$ cat config.mk
export PLATFORM = sky130hd
export DESIGN_NAME = keyed_slot_table
export DESIGN_NICKNAME = d
export VERILOG_FILES = /design/src/rtl/kst_pkg.sv /design/src/rtl/kst_ram.sv /design/src/rtl/keyed_slot_table.sv
export VERILOG_INCLUDE_DIRS = /design/src /design/src/rtl
export SDC_FILE = /design/constraint.sdc
export NUM_CORES = 1
export LEC_CHECK = 0
export BUFFER_PORTS_ARGS = -buffer_cell sky130_fd_sc_hd__buf_2
export CORE_ASPECT_RATIO = 0.5
export CORE_UTILIZATION = 44
export DETAILED_ROUTE_END_ITERATION = 10
export MAX_ROUTING_LAYER = met4
export PLACE_DENSITY = 0.65
export REMOVE_ABC_BUFFERS = 1
export SLEW_MARGIN = 20
export SYNTH_ARGS = -nofsm -noshare
export SYNTH_HDL_FRONTEND = slang
export SYNTH_SLANG_ARGS = --single-unit
$ cat constraint.sdc
create_clock -name clk_i -period 4.5 [get_ports clk_i]
set_input_delay 0.9 -clock clk_i [delete_from_list [all_inputs] [get_ports clk_i]]
set_output_delay 0.9 -clock clk_i [all_outputs]
set_load 0.005 [all_outputs]
$ cat src/rtl/keyed_slot_table_defines.svh
// Assertion macros for the keyed slot table.
`ifndef KEYED_SLOT_TABLE_DEFINES_SVH
`define KEYED_SLOT_TABLE_DEFINES_SVH
`ifndef NO_ASSERTIONS
`define KST_ASSERT(lbl, prop, msg) \
  lbl: assert property (@(posedge clk_i) disable iff (!rst_ni) (prop)) else $error(msg);
`define KST_ASSERT_NEXT(lbl, ante, cons, msg) \
  lbl: assert property (@(posedge clk_i) disable iff (!rst_ni) (ante) |=> (cons)) \
    else $error(msg);
`else
`define KST_ASSERT(lbl, prop, msg)
`define KST_ASSERT_NEXT(lbl, ante, cons, msg)
`endif
`endif

$ cat src/rtl/kst_pkg.sv
// Types and constants shared by the keyed slot table.
package kst_pkg;

  localparam int unsigned MaxEntriesDef = 8;
  localparam int unsigned KeyW          = 8;
  localparam int unsigned SizeW         = 32;

  typedef enum logic [1:0] {
    FUNC_SET    = 2'd0,
    FUNC_REMOVE = 2'd1,
    FUNC_FIND   = 2'd2
  } func_e;

  typedef enum logic [2:0] {
    ST_UPDATED   = 3'd0,
    ST_INSERTED  = 3'd1,
    ST_FULL      = 3'd2,
    ST_REMOVED   = 3'd3,
    ST_FOUND     = 3'd4,
    ST_NOT_FOUND = 3'd5
  } status_e;

  typedef enum logic [1:0] {
    FSM_IDLE,
    FSM_SCAN,
    FSM_DONE
  } fsm_e;

  typedef struct packed {
    logic [KeyW-1:0]  key;
    logic             hidden;
    logic [SizeW-1:0] size;
  } rec_t;

  typedef struct packed {
    logic en;
    rec_t data;
  } wr_req_t;

endpackage

$ cat src/rtl/kst_ram.sv
// Record memory: one write port, one read port with registered data.
module kst_ram #(
  parameter int unsigned DEPTH = kst_pkg::MaxEntriesDef,
  localparam int unsigned IDX_W = (DEPTH > 1) ? $clog2(DEPTH) : 1
) (
  input  logic             clk_i,
  input  logic [IDX_W-1:0] rd_addr_i,
  output kst_pkg::rec_t    rd_data_o,
  input  kst_pkg::wr_req_t wr_i,
  input  logic [IDX_W-1:0] wr_addr_i
);
  import kst_pkg::*;

  rec_t mem_q [DEPTH];

  always_ff @(posedge clk_i) begin
    if (wr_i.en) begin
      mem_q[wr_addr_i] <= wr_i.data;
    end
    rd_data_o <= mem_q[rd_addr_i];
  end

endmodule

$ cat src/rtl/keyed_slot_table.sv
// Keyed slot table top level: request decode, record scan and result.
//
// A request (func_i, slot_key_i, hidden_flag_i, image_bytes_i) is taken at a
// rising edge where start is high and busy is low. The block then scans all
// MAX_ENTRIES records through the single read port of the record memory, one
// record per cycle, and then commits the set, remove or find in the DONE state.
// The result (status_o, found_hidden_o, found_image_bytes_o, entry_count_o)
// is shown for exactly one cycle with done_o high, registered from the DONE
// state. busy is high from the accepting edge until the result cycle, so a new
// request can be taken in the cycle done_o is high; no request is taken while
// the scan of the memory read port or the commit is in progress. The receiver
// cannot stall; each result must be taken in its cycle.
// Reset clears all valid bits and the entry count at once; the record memory
// needs no clearing, since only valid records are ever compared or returned.
module keyed_slot_table #(
  parameter int unsigned MAX_ENTRIES = kst_pkg::MaxEntriesDef
) (
  input  logic                      clk_i,
  input  logic                      rst_ni,
  input  logic                      start,
  output logic                      busy,
  input  logic [1:0]                func_i,
  input  logic [kst_pkg::KeyW-1:0]  slot_key_i,
  input  logic                      hidden_flag_i,
  input  logic [kst_pkg::SizeW-1:0] image_bytes_i,
  output logic                      done_o,
  output logic [2:0]                status_o,
  output logic                      found_hidden_o,
  output logic [kst_pkg::SizeW-1:0] found_image_bytes_o,
  output logic [3:0]                entry_count_o
);
  import kst_pkg::*;

  `include "keyed_slot_table_defines.svh"

  localparam int unsigned IDX_W = (MAX_ENTRIES > 1) ? $clog2(MAX_ENTRIES) : 1;
  localparam int unsigned CNT_W = $clog2(MAX_ENTRIES + 1);
  localparam logic [IDX_W-1:0] LastIdx = IDX_W'(MAX_ENTRIES - 1);
  localparam logic [CNT_W-1:0] MaxCnt  = CNT_W'(MAX_ENTRIES);

  fsm_e                   state_q, state_d;
  logic [MAX_ENTRIES-1:0] valid_q, valid_d;
  logic [CNT_W-1:0]       count_q, count_d;
  logic [IDX_W-1:0]       rd_idx_q, chk_idx_q, hit_idx_q, free_idx_q;
  logic                   rd_end_q, chk_vld_q, hit_q, free_q, done_q;
  logic [1:0]             req_func_q;
  logic [KeyW-1:0]        req_key_q;
  logic                   req_hid_q;
  logic [SizeW-1:0]       req_size_q;
  logic                   hit_hid_q;
  logic [SizeW-1:0]       hit_size_q;
  status_e                status_q, status_d;
  logic                   fhid_q, fhid_d;
  logic [SizeW-1:0]       fsize_q, fsize_d;
  logic                   issue, accept, res_d, ent_valid, ent_match;
  rec_t                   rd_data;
  wr_req_t                wr_req;
  logic [IDX_W-1:0]       wr_addr;

  kst_ram #(
    .DEPTH(MAX_ENTRIES)
  ) u_ram (
    .clk_i     (clk_i),
    .rd_addr_i (rd_idx_q),
    .rd_data_o (rd_data),
    .wr_i      (wr_req),
    .wr_addr_i (wr_addr)
  );

  assign accept    = start && (state_q == FSM_IDLE);
  assign busy      = (state_q != FSM_IDLE);
  assign ent_valid = valid_q[chk_idx_q];
  assign ent_match = ent_valid && (rd_data.key == req_key_q);

  always_comb begin
    state_d          = state_q;
    issue            = 1'b0;
    res_d            = 1'b0;
    valid_d          = valid_q;
    count_d          = count_q;
    status_d         = status_q;
    fhid_d           = 1'b0;
    fsize_d          = '0;
    wr_req.en        = 1'b0;
    wr_req.data.key  = req_key_q;
    wr_req.data.hidden = req_hid_q;
    wr_req.data.size = req_size_q;
    wr_addr          = hit_idx_q;
    unique case (state_q)
      FSM_IDLE: begin
        if (start) begin
          state_d = FSM_SCAN;
        end
      end
      FSM_SCAN: begin
        issue = !rd_end_q;
        if (chk_vld_q && (chk_idx_q == LastIdx)) begin
          state_d = FSM_DONE;
        end
      end
      FSM_DONE: begin
        state_d = FSM_IDLE;
        res_d   = 1'b1;
        case (req_func_q)
          FUNC_SET: begin
            if (hit_q) begin
              wr_req.en = 1'b1;
              status_d  = ST_UPDATED;
            end else if ((count_q >= MaxCnt) || !free_q) begin
              status_d = ST_FULL;
            end else begin
              wr_req.en           = 1'b1;
              wr_addr             = free_idx_q;
              valid_d[free_idx_q] = 1'b1;
              count_d             = count_q + CNT_W'(1);
              status_d            = ST_INSERTED;
            end
          end
          FUNC_REMOVE: begin
            if (hit_q) begin
              valid_d[hit_idx_q] = 1'b0;
              if (count_q != '0) begin
                count_d = count_q - CNT_W'(1);
              end
            end
            status_d = ST_REMOVED;
          end
          FUNC_FIND: begin
            if (hit_q) begin
              status_d = ST_FOUND;
              fhid_d   = hit_hid_q;
              fsize_d  = hit_size_q;
            end else begin
              status_d = ST_NOT_FOUND;
            end
          end
          default: status_d = ST_NOT_FOUND;
        endcase
      end
      default: state_d = FSM_IDLE;
    endcase
  end

  always_ff @(posedge clk_i or negedge rst_ni) begin
    if (!rst_ni) begin
      state_q   <= FSM_IDLE;
      valid_q   <= '0;
      count_q   <= '0;
      rd_idx_q  <= '0;
      rd_end_q  <= 1'b0;
      chk_vld_q <= 1'b0;
      hit_q     <= 1'b0;
      free_q    <= 1'b0;
      done_q    <= 1'b0;
    end else begin
      state_q   <= state_d;
      valid_q   <= valid_d;
      count_q   <= count_d;
      done_q    <= res_d;
      chk_vld_q <= issue;
      if (accept) begin
        rd_idx_q <= '0;
        rd_end_q <= 1'b0;
        hit_q    <= 1'b0;
        free_q   <= 1'b0;
      end else begin
        if (issue) begin
          if (rd_idx_q == LastIdx) begin
            rd_end_q <= 1'b1;
          end else begin
            rd_idx_q <= rd_idx_q + IDX_W'(1);
          end
        end
        if (chk_vld_q && ent_match && !hit_q) begin
          hit_q <= 1'b1;
        end
        if (chk_vld_q && !ent_valid && !free_q) begin
          free_q <= 1'b1;
        end
      end
    end
  end

  always_ff @(posedge clk_i) begin
    chk_idx_q <= rd_idx_q;
    if (accept) begin
      req_func_q <= func_i;
      req_key_q  <= slot_key_i;
      req_hid_q  <= hidden_flag_i;
      req_size_q <= image_bytes_i;
    end
    if (chk_vld_q && ent_match && !hit_q) begin
      hit_idx_q  <= chk_idx_q;
      hit_hid_q  <= rd_data.hidden;
      hit_size_q <= rd_data.size;
    end
    if (chk_vld_q && !ent_valid && !free_q) begin
      free_idx_q <= chk_idx_q;
    end
    if (res_d) begin
      status_q <= status_d;
      fhid_q   <= fhid_d;
      fsize_q  <= fsize_d;
    end
  end

  assign done_o              = done_q;
  assign status_o            = status_q;
  assign found_hidden_o      = fhid_q;
  assign found_image_bytes_o = fsize_q;
  assign entry_count_o       = 4'(count_q);

  `KST_ASSERT_NEXT(a_done_single, done_o, !done_o, "result strobe held for two cycles")
  `KST_ASSERT(a_count_bound, count_q <= MaxCnt, "entry count above table size")
  `KST_ASSERT(a_count_match, $countones(valid_q) == int'(count_q), "count differs from valid bits")
  `KST_ASSERT_NEXT(a_accept_busy, start && !busy, busy && !done_o, "accepted request not in work")

endmodule

==> results.json, run 1 <==
{
  "cts_made_buffers": 45,
  "avgSynthCellArea_sq_um": 22.1,
  "grt_max_degree": 53,
  "synth_seq_area_share": 0.809,
  "fin_hold_ws_ns": 0.315,
  "setup_violations": 0,
  "layout.nets": 1002,
  "rr_endpoint": "u_ram.mem_q[6][38]$_DFFE_PP_",
  "p_total_mw": 11.3,
  "dp_slack_ns": 1.31,
  "cts_root_buf": "clkbuf_16",
  "cts_hold_buf": 0,
  "route.met3.wl_mm": 1.26,
  "worstRegToRegCells": 5,
  "cp-start-kind": "flop",
  "core_area_sq_um": 40700,
  "finalHoldViolations": 0,
  "wl_mm": 32.3,
  "routabilityCongestion": 0.769,
  "wl_met1_mm": 14.5,
  "yosysMostFrequentCell": "edfxtp_1",
  "p_int_mw": 8.62,
  "clk_latency_ns": 0.56,
  "layout-drive-gt1-share": 0.321,
  "yosys_warnings": 0,
  "wl_per_cell_um": 21.1,
  "arrival_ns": 3.37,
  "synth_cell_types": 39,
  "power_frac_clock": 0.326,
  "finalSetupTns_ns": 0,
  "start_util": 0.450,
  "die_area_sq_um": 42500,
  "grt_pass1_vias": 8568,
  "slew_violations": 0,
  "max-cap-violations": 0,
  "vias_per_cell": 5.23,
  "worstReg2RegStart": "hit_q$_DFFE_PN0P_",
  "vias": 7992,
  "crit_family": "simple AND/OR/NAND/NOR gates",
  "ys.flop_type": "edfxtp_1",
  "slowest_stage": "or4_1",
  "cts-resized-gates": 0,
  "synth_top_area_frac": 0.731,
  "area_growth_pct": 14.4,
  "critPathRequiredTime_ns": 4.70,
  "drt_iter0_drc": 516,
  "dr.max_layer_used": "met4",
  "fin_crit_sh": 0.704,
  "grt_first_pass_wirelength_mm": 50.3,
  "drc_errors": 0,
  "detail-route-antenna-nets": 0,
  "slew_headroom": 0.331,
  "cts_tree": "done",
  "grt_usage": 0.161,
  "post-cts-setup-buffers": 0,
  "reg2reg_slack_ns": 1.33,
  "status": "completed",
  "synth-edff-count": 446,
  "vdd_drop_max_mv": 0.389,
  "synthArstFlopShare": 0.0430,
  "path_clk_slew_ns": 0.06,
  "min_period_ns": 3.17,
  "min_path_type": "input pin to asynchronous set/reset pin",
  "p_per_area_nw_per_um2": 539,
  "fin_ws_ns": 1.33,
  "first_pass_iters": 5,
  "cts_max_level": 2,
  "io_buffers": 87,
  "synth.area.top_cells": "edfxtp_1, mux4_2, dfxtp_1",
  "cts_max_path_buffers": 3,
  "path_buf_inv": 1,
  "fmax_mhz": 315,
  "worst_pin_slew_ns": 1.00,
  "die_x_um": 291,
  "rows": 52,
  "slowest_delay_ns": 0.55,
  "rsz0062_at_grt": "false",
  "cp-end-kind": "flop",
  "syn_area_sq_um": 18300,
  "clock_sinks": 512,
  "synthTopCellsByCount": "edfxtp_1, mux4_2, mux2_2, dfxtp_1, and2_1",
  "syn_inst": 829,
  "ys_ff_latch": 512,
  "p_switching_mw": 2.68,
  "ios": 88,
  "seqPwrFrac": 0.529,
  "p_leak_nw": 7.01,
  "crit_fanout": 28,
  "die_h_um": 146,
  "p_sw_frac": 0.237,
  "yosysTopAreaCell": "edfxtp_1",
  "dp_hpwl_mm": 18.8,
  "critical_path_class": "flop to flop",
  "p_comb_frac": 0.145,
  "met2_length_mm": 16.0,
  "grt_antenna_before_repair": 1,
  "grt.overflow.total": 0,
  "worstPathCellList": "or3b_4 -> or4_1 -> mux2_2 -> nor2_4 -> buf_4",
  "clock_skew_ns": 0.0133
}
kinds of logic (layout without fill, tap and decap cells):
logic type	Yosys count	in the layout	synth area share
other	0	1	0
XOR/XNOR	12	12	0.00574
AO/OA/AOI/OAI	30	30	0.00963
multiplexers	135	135	0.134
flip-flops	512	512	0.809
AND/OR/NAND/NOR	95	95	0.0282
buffers and inverters	40	199	0.00922
adder cells (fa/ha/maj)	5	5	0.00382
placed cells by master (no fill, tap or decap), types with 2 or more instances in the layout:
master       n
a21oi_1      5
and2_1      33
buf_12       2
buf_2       87
buf_4       18
clkbuf_1    21
clkbuf_16   45
clkbuf_8     7
clkinv_1     2
clkinv_2     3
dfrtp_1     19
dfrtp_4      2
dfxtp_1     44
edfxtp_1   446
ha_1         4
inv_1        7
inv_6        2
mux2_2      46
mux2i_1      5
mux4_2      84
nand2_1     11
nand2b_1     9
nand4_1      2
nor2_1      15
nor2_4      10
nor2b_1      2
nor3_1       2
o21ai_0     15
o31ai_1      4
or4_1        3
xnor2_1     12
power groups by stage:
stage          sequential, mW  clock, mW  combinational (mW)
2_1_floorplan            6.08          0                1.30
3_3_place_gp             6.07          0                1.65
3_5_place_dp             6.09          0                1.67
4_1_cts                  5.99       3.77                1.68
5_1_grt                  6.03       3.95                1.78
6_report                 5.97       3.69                1.64
worst max-delay path by stage:
stage / start / end / slack, ns / cells past startpoint
finish: hit_q$_DFFE_PN0P_ / u_ram.mem_q[6][38]$_DFFE_PP_ / 1.33 / 5
global route: hit_q$_DFFE_PN0P_ / u_ram.mem_q[6][7]$_DFFE_PP_ / 1.21 / 5
CTS: hit_q$_DFFE_PN0P_ / u_ram.mem_q[6][7]$_DFFE_PP_ / 1.30 / 5
detailed placement: hit_q$_DFFE_PN0P_ / u_ram.mem_q[7][35]$_DFFE_PP_ / 1.31 / 5
global placement: hit_q$_DFFE_PN0P_ / u_ram.mem_q[6][38]$_DFFE_PP_ / 1.37 / 5
floorplan: rd_idx_q[0]$_DFFE_PN0P_ / rd_idx_q[1]$_DFFE_PN0P_ / 0.16 / 5
stage by stage:
stage	cell area [sq um]	cells	util
detailed placement	19600	1444	0.480
CTS	21000	1528	0.515
finish	21000	1529	0.515
global route	21000	1528	0.515
floorplan	18200	797	-
global placement	19600	1444	0.480
sequential cells by signal, summed over array words and instances (netlist names), 3 cells and up:
signal               cells
u_ram.mem_q            328
u_ram.rd_data_o         41
found_image_bytes_o     32
hit_size_q              32
req_size_q              32
req_key_q                8
valid_q                  8
entry_count_o            4
chk_idx_q                3
free_idx_q               3
hit_idx_q                3
rd_idx_q                 3
status_o                 3
area by class of cell:
| class | count | area [sq um] |
|---|---|---|
| fill | 3141 | 19800 |
| sequential | 512 | 14800 |
| multi-input combinational | 277 | 3410 |
| clock buffer | 73 | 1300 |
| tap | 540 | 676 |
| timing repair buffer | 107 | 611 |
| clock inverter | 11 | 106 |
| inverter | 8 | 30.0 |
| antenna | 1 | 2.50 |
layer usage:
layer  up-vias  track usage
met4         0       0.0378
met2       181        0.265
met5         -            -
met3        41       0.0257
li1       3579            -
met1      4191        0.212
(Power assumes the default switching activity.)
==> run 2: changes to the inputs <==
- ABC_AREA: not set -> 1
- PLACE_DENSITY: 0.65 -> 0.68
- clock period: 4.5 -> 2.6 ns (I/O delays scaled with it)
==> run 2 against run 1 <==
Compared with the run above:
- design area up 4.2%
- highest routed layer unchanged
- largest cell class unchanged
- hold slack worse by 0.18 ns
- clock skew rose by 0.0015 ns
==> results.json, run 2 <==
{
  "status": "completed",
  "placed_cells": 2048,
  "synth_top_area_frac": 0.707,
  "layout.nets": 1571,
  "min_period_ns": 2.35,
  "n_antenna_cell": 0,
  "core_area_sq_um": 42200,
  "largest_reg_flops": 328,
  "holdCritStartpoint": "image_bytes_i[15]",
  "vias_per_cell": 5.11,
  "cts_made_buffers": 46,
  "worst_pin_slew_ns": 0.894,
  "grt_usage": 0.181,
  "yosysTopAreaCell": "edfxtp_1",
  "detail-route-antenna-nets": 0,
  "finalSetupTns_ns": 0,
  "dp_hpwl_mm": 22.4,
  "rr_endpoint": "u_ram.mem_q[5][17]$_DFFE_PP_",
  "io_buffers": 87,
  "rows": 53,
  "reg.largest.list": "u_ram.mem_q: 328 flops, u_ram.rd_data_o: 41 flops",
  "slew_headroom": 0.401,
  "vdd_drop_max_mv": 0.474,
  "avgSynthCellArea_sq_um": 13.4,
  "post-cts-setup-buffers": 0,
  "layout-drive-gt1-share": 0.148,
  "setup_violations": 0,
  "cts_max_level": 2,
  "p_per_area_nw_per_um2": 991,
  "top_usage_layer": "met2",
  "fin_crit_sh": 0.903,
  "die_x_um": 295,
  "min_to": "req_size_q[15]$_DFFE_PP_",
  "clock_skew_ns": 0.0148,
  "worstPathCellList": "inv_2 -> nand2_1 -> nor3_2 -> nand2_2 -> nand2_1 -> o211ai_1 -> nor2_4 -> buf_4",
  "first_pass_iters": 5,
  "dp_slack_ns": 0.275,
  "ys.flop_type": "edfxtp_1",
  "slew_violations": 0,
  "synth_cell_types": 35,
  "arrival_ns": 2.54,
  "fmax_mhz": 426,
  "worstRegToRegCells": 8,
  "reg2reg_slack_ns": 0.25,
  "area_growth_pct": 15.3,
  "grtUsageMet2": 0.280,
  "path_buf_inv": 2,
  "die_area_sq_um": 44000,
  "drc_errors": 0,
  "drt_iter0_drc": 966,
  "slowest_stage": "edfxtp_1",
  "final_common_cell": "edfxtp_1",
  "yosys_warnings": 0,
  "grt.overflow.total": 0,
  "layoutNonFillerInstCount": 2134,
  "slowest_delay_ns": 0.44,
  "fin_ws_ns": 0.253,
  "cp-start-kind": "flop",
  "cts_tree": "done",
  "largest_register": "u_ram.mem_q",
  "clk_latency_ns": 0.56,
  "synthTopCellsByCount": "edfxtp_1, nor2_1, o21ai_0, inv_1, nand2_1",
  "start_util": 0.449,
  "syn_inst": 1409,
  "synth_seq_area_share": 0.782,
  "clock_sinks": 512,
  "grt_max_degree": 79,
  "p_leak_nw": 7.84,
  "min_path_type": "input pin to flop",
  "die_h_um": 149,
  "grt_util_met1": 0.253,
  "cp_common_cell": "nand2_1",
  "crit_fanout": 26,
  "wl_per_cell_um": 17.8,
  "wl_mm": 38.1,
  "synth.area.top_cells": "edfxtp_1, nor2_1, dfxtp_1",
  "grt_pass1_vias": 10400,
  "synthArstFlopShare": 0.0430,
  "cp-end-kind": "flop",
  "fin_hold_ws_ns": 0.133,
  "routabilityCongestion": 0.819,
  "finalHoldViolations": 0,
  "cts_max_path_buffers": 3,
  "rsz0062_at_grt": "false",
  "worstReg2RegStart": "req_func_q[1]$_DFFE_PP_",
  "vias": 10900,
  "cts-resized-gates": 0,
  "yosysMostFrequentCell": "edfxtp_1",
  "ys_ff_latch": 512,
  "hold_depth": 1,
  "p_total_mw": 21.6,
  "max-cap-violations": 0,
  "final_cell_mix": "edfxtp_1, nor2_1, o21ai_0",
  "critPathRequiredTime_ns": 2.80,
  "cts_root_buf": "clkbuf_16",
  "ios": 88,
  "grt_first_pass_wirelength_mm": 59.1,
  "crit_family": "simple AND/OR/NAND/NOR gates",
  "critical_path_class": "flop to flop",
  "synth-edff-count": 446,
  "syn_area_sq_um": 18900,
  "grt_use_met3": 0.0285,
  "grt_antenna_before_repair": 1,
  "path_clk_slew_ns": 0.06
}
==> run 2: cell types whose count changed in the layout (fill, tap and decap cells not counted), sizes merged, moves of 46 or more <==
cell / delta
nor2: +322
o21ai: +176
mux2: -46
nand2: +62
mux4: -84
inv: +74
==> run 2: stage by stage <==
step | instance area [sq um] | util
detailed placement | 20300 | 0.480
global placement | 20300 | 0.480
finish | 21900 | 0.517
floorplan | 18500 | -
CTS | 21900 | 0.517
global route | 21900 | 0.517
==> run 2: how the worst max path moves through the flow <==
stage / startpoint / to / slack [ns] / cells past startpoint
3_3_place_gp: req_func_q[1]$_DFFE_PP_ / u_ram.mem_q[5][27]$_DFFE_PP_ / 0.32 / 8
6_report: req_func_q[1]$_DFFE_PP_ / u_ram.mem_q[5][17]$_DFFE_PP_ / 0.25 / 8
2_1_floorplan: rd_idx_q[0]$_DFFE_PN0P_ / u_ram.rd_data_o[0]$_DFF_P_ / -2.58 / 5
5_1_grt: req_func_q[1]$_DFFE_PP_ / u_ram.mem_q[5][27]$_DFFE_PP_ / 0.05 / 8
3_5_place_dp: req_func_q[1]$_DFFE_PP_ / u_ram.mem_q[5][27]$_DFFE_PP_ / 0.27 / 8
4_1_cts: req_func_q[1]$_DFFE_PP_ / u_ram.mem_q[5][27]$_DFFE_PP_ / 0.24 / 8
==> run 2: kinds of logic after synthesis <==
logic type,after synthesis,synth area share
xor gates and xnor gates,6,0.00277
DFF,512,0.782
adders and majority gates,5,0.00370
AOI/OAI and AO/OA,282,0.0806
buffers and inverters,153,0.0379
and+or+nand+nor,451,0.0927
==> run 2: cell type report <==
class | instances | area (sq um)
Fill cell | 3484 | 20400
Clock inverter | 20 | 263
Tap cell | 577 | 722
Sequential cell | 512 | 14800
Inverter | 83 | 314
Timing Repair Buffer | 133 | 933
Clock buffer | 65 | 1310
Multi-Input combinational cell | 744 | 3480
==> run 2: worst reg2reg max path, cell delays in order, from the launching register on <==
cell	delay (ns)
edfxtp_1	0.44
inv_2	0.10
nand2_1	0.07
nor3_2	0.13
nand2_2	0.15
nand2_1	0.12
o211ai_1	0.34
nor2_4	0.23
buf_4	0.40
==> run 2: what timing repair did <==
action | CTS | global route
hold buffers | 1 | 0
setup endpoints to repair | 0 | 0
endpoints found under the hold margin | 22 | 0
==> run 2: per-layer routing <==
metal | routed length, um | vias up
met5 | 0 | -
met1 | 17200 | 5329
met4 | 680 | 0
met2 | 17900 | 310
li1 | - | 5218
met3 | 2250 | 56
==> run 2: report_power, final <==
part           internal [mW]  total [mW]  switching, mW
clock network           4.13        7.02           2.88
registers               9.73        10.2          0.445
logic                   1.51        4.46           2.94
total                   15.4        21.6           6.27
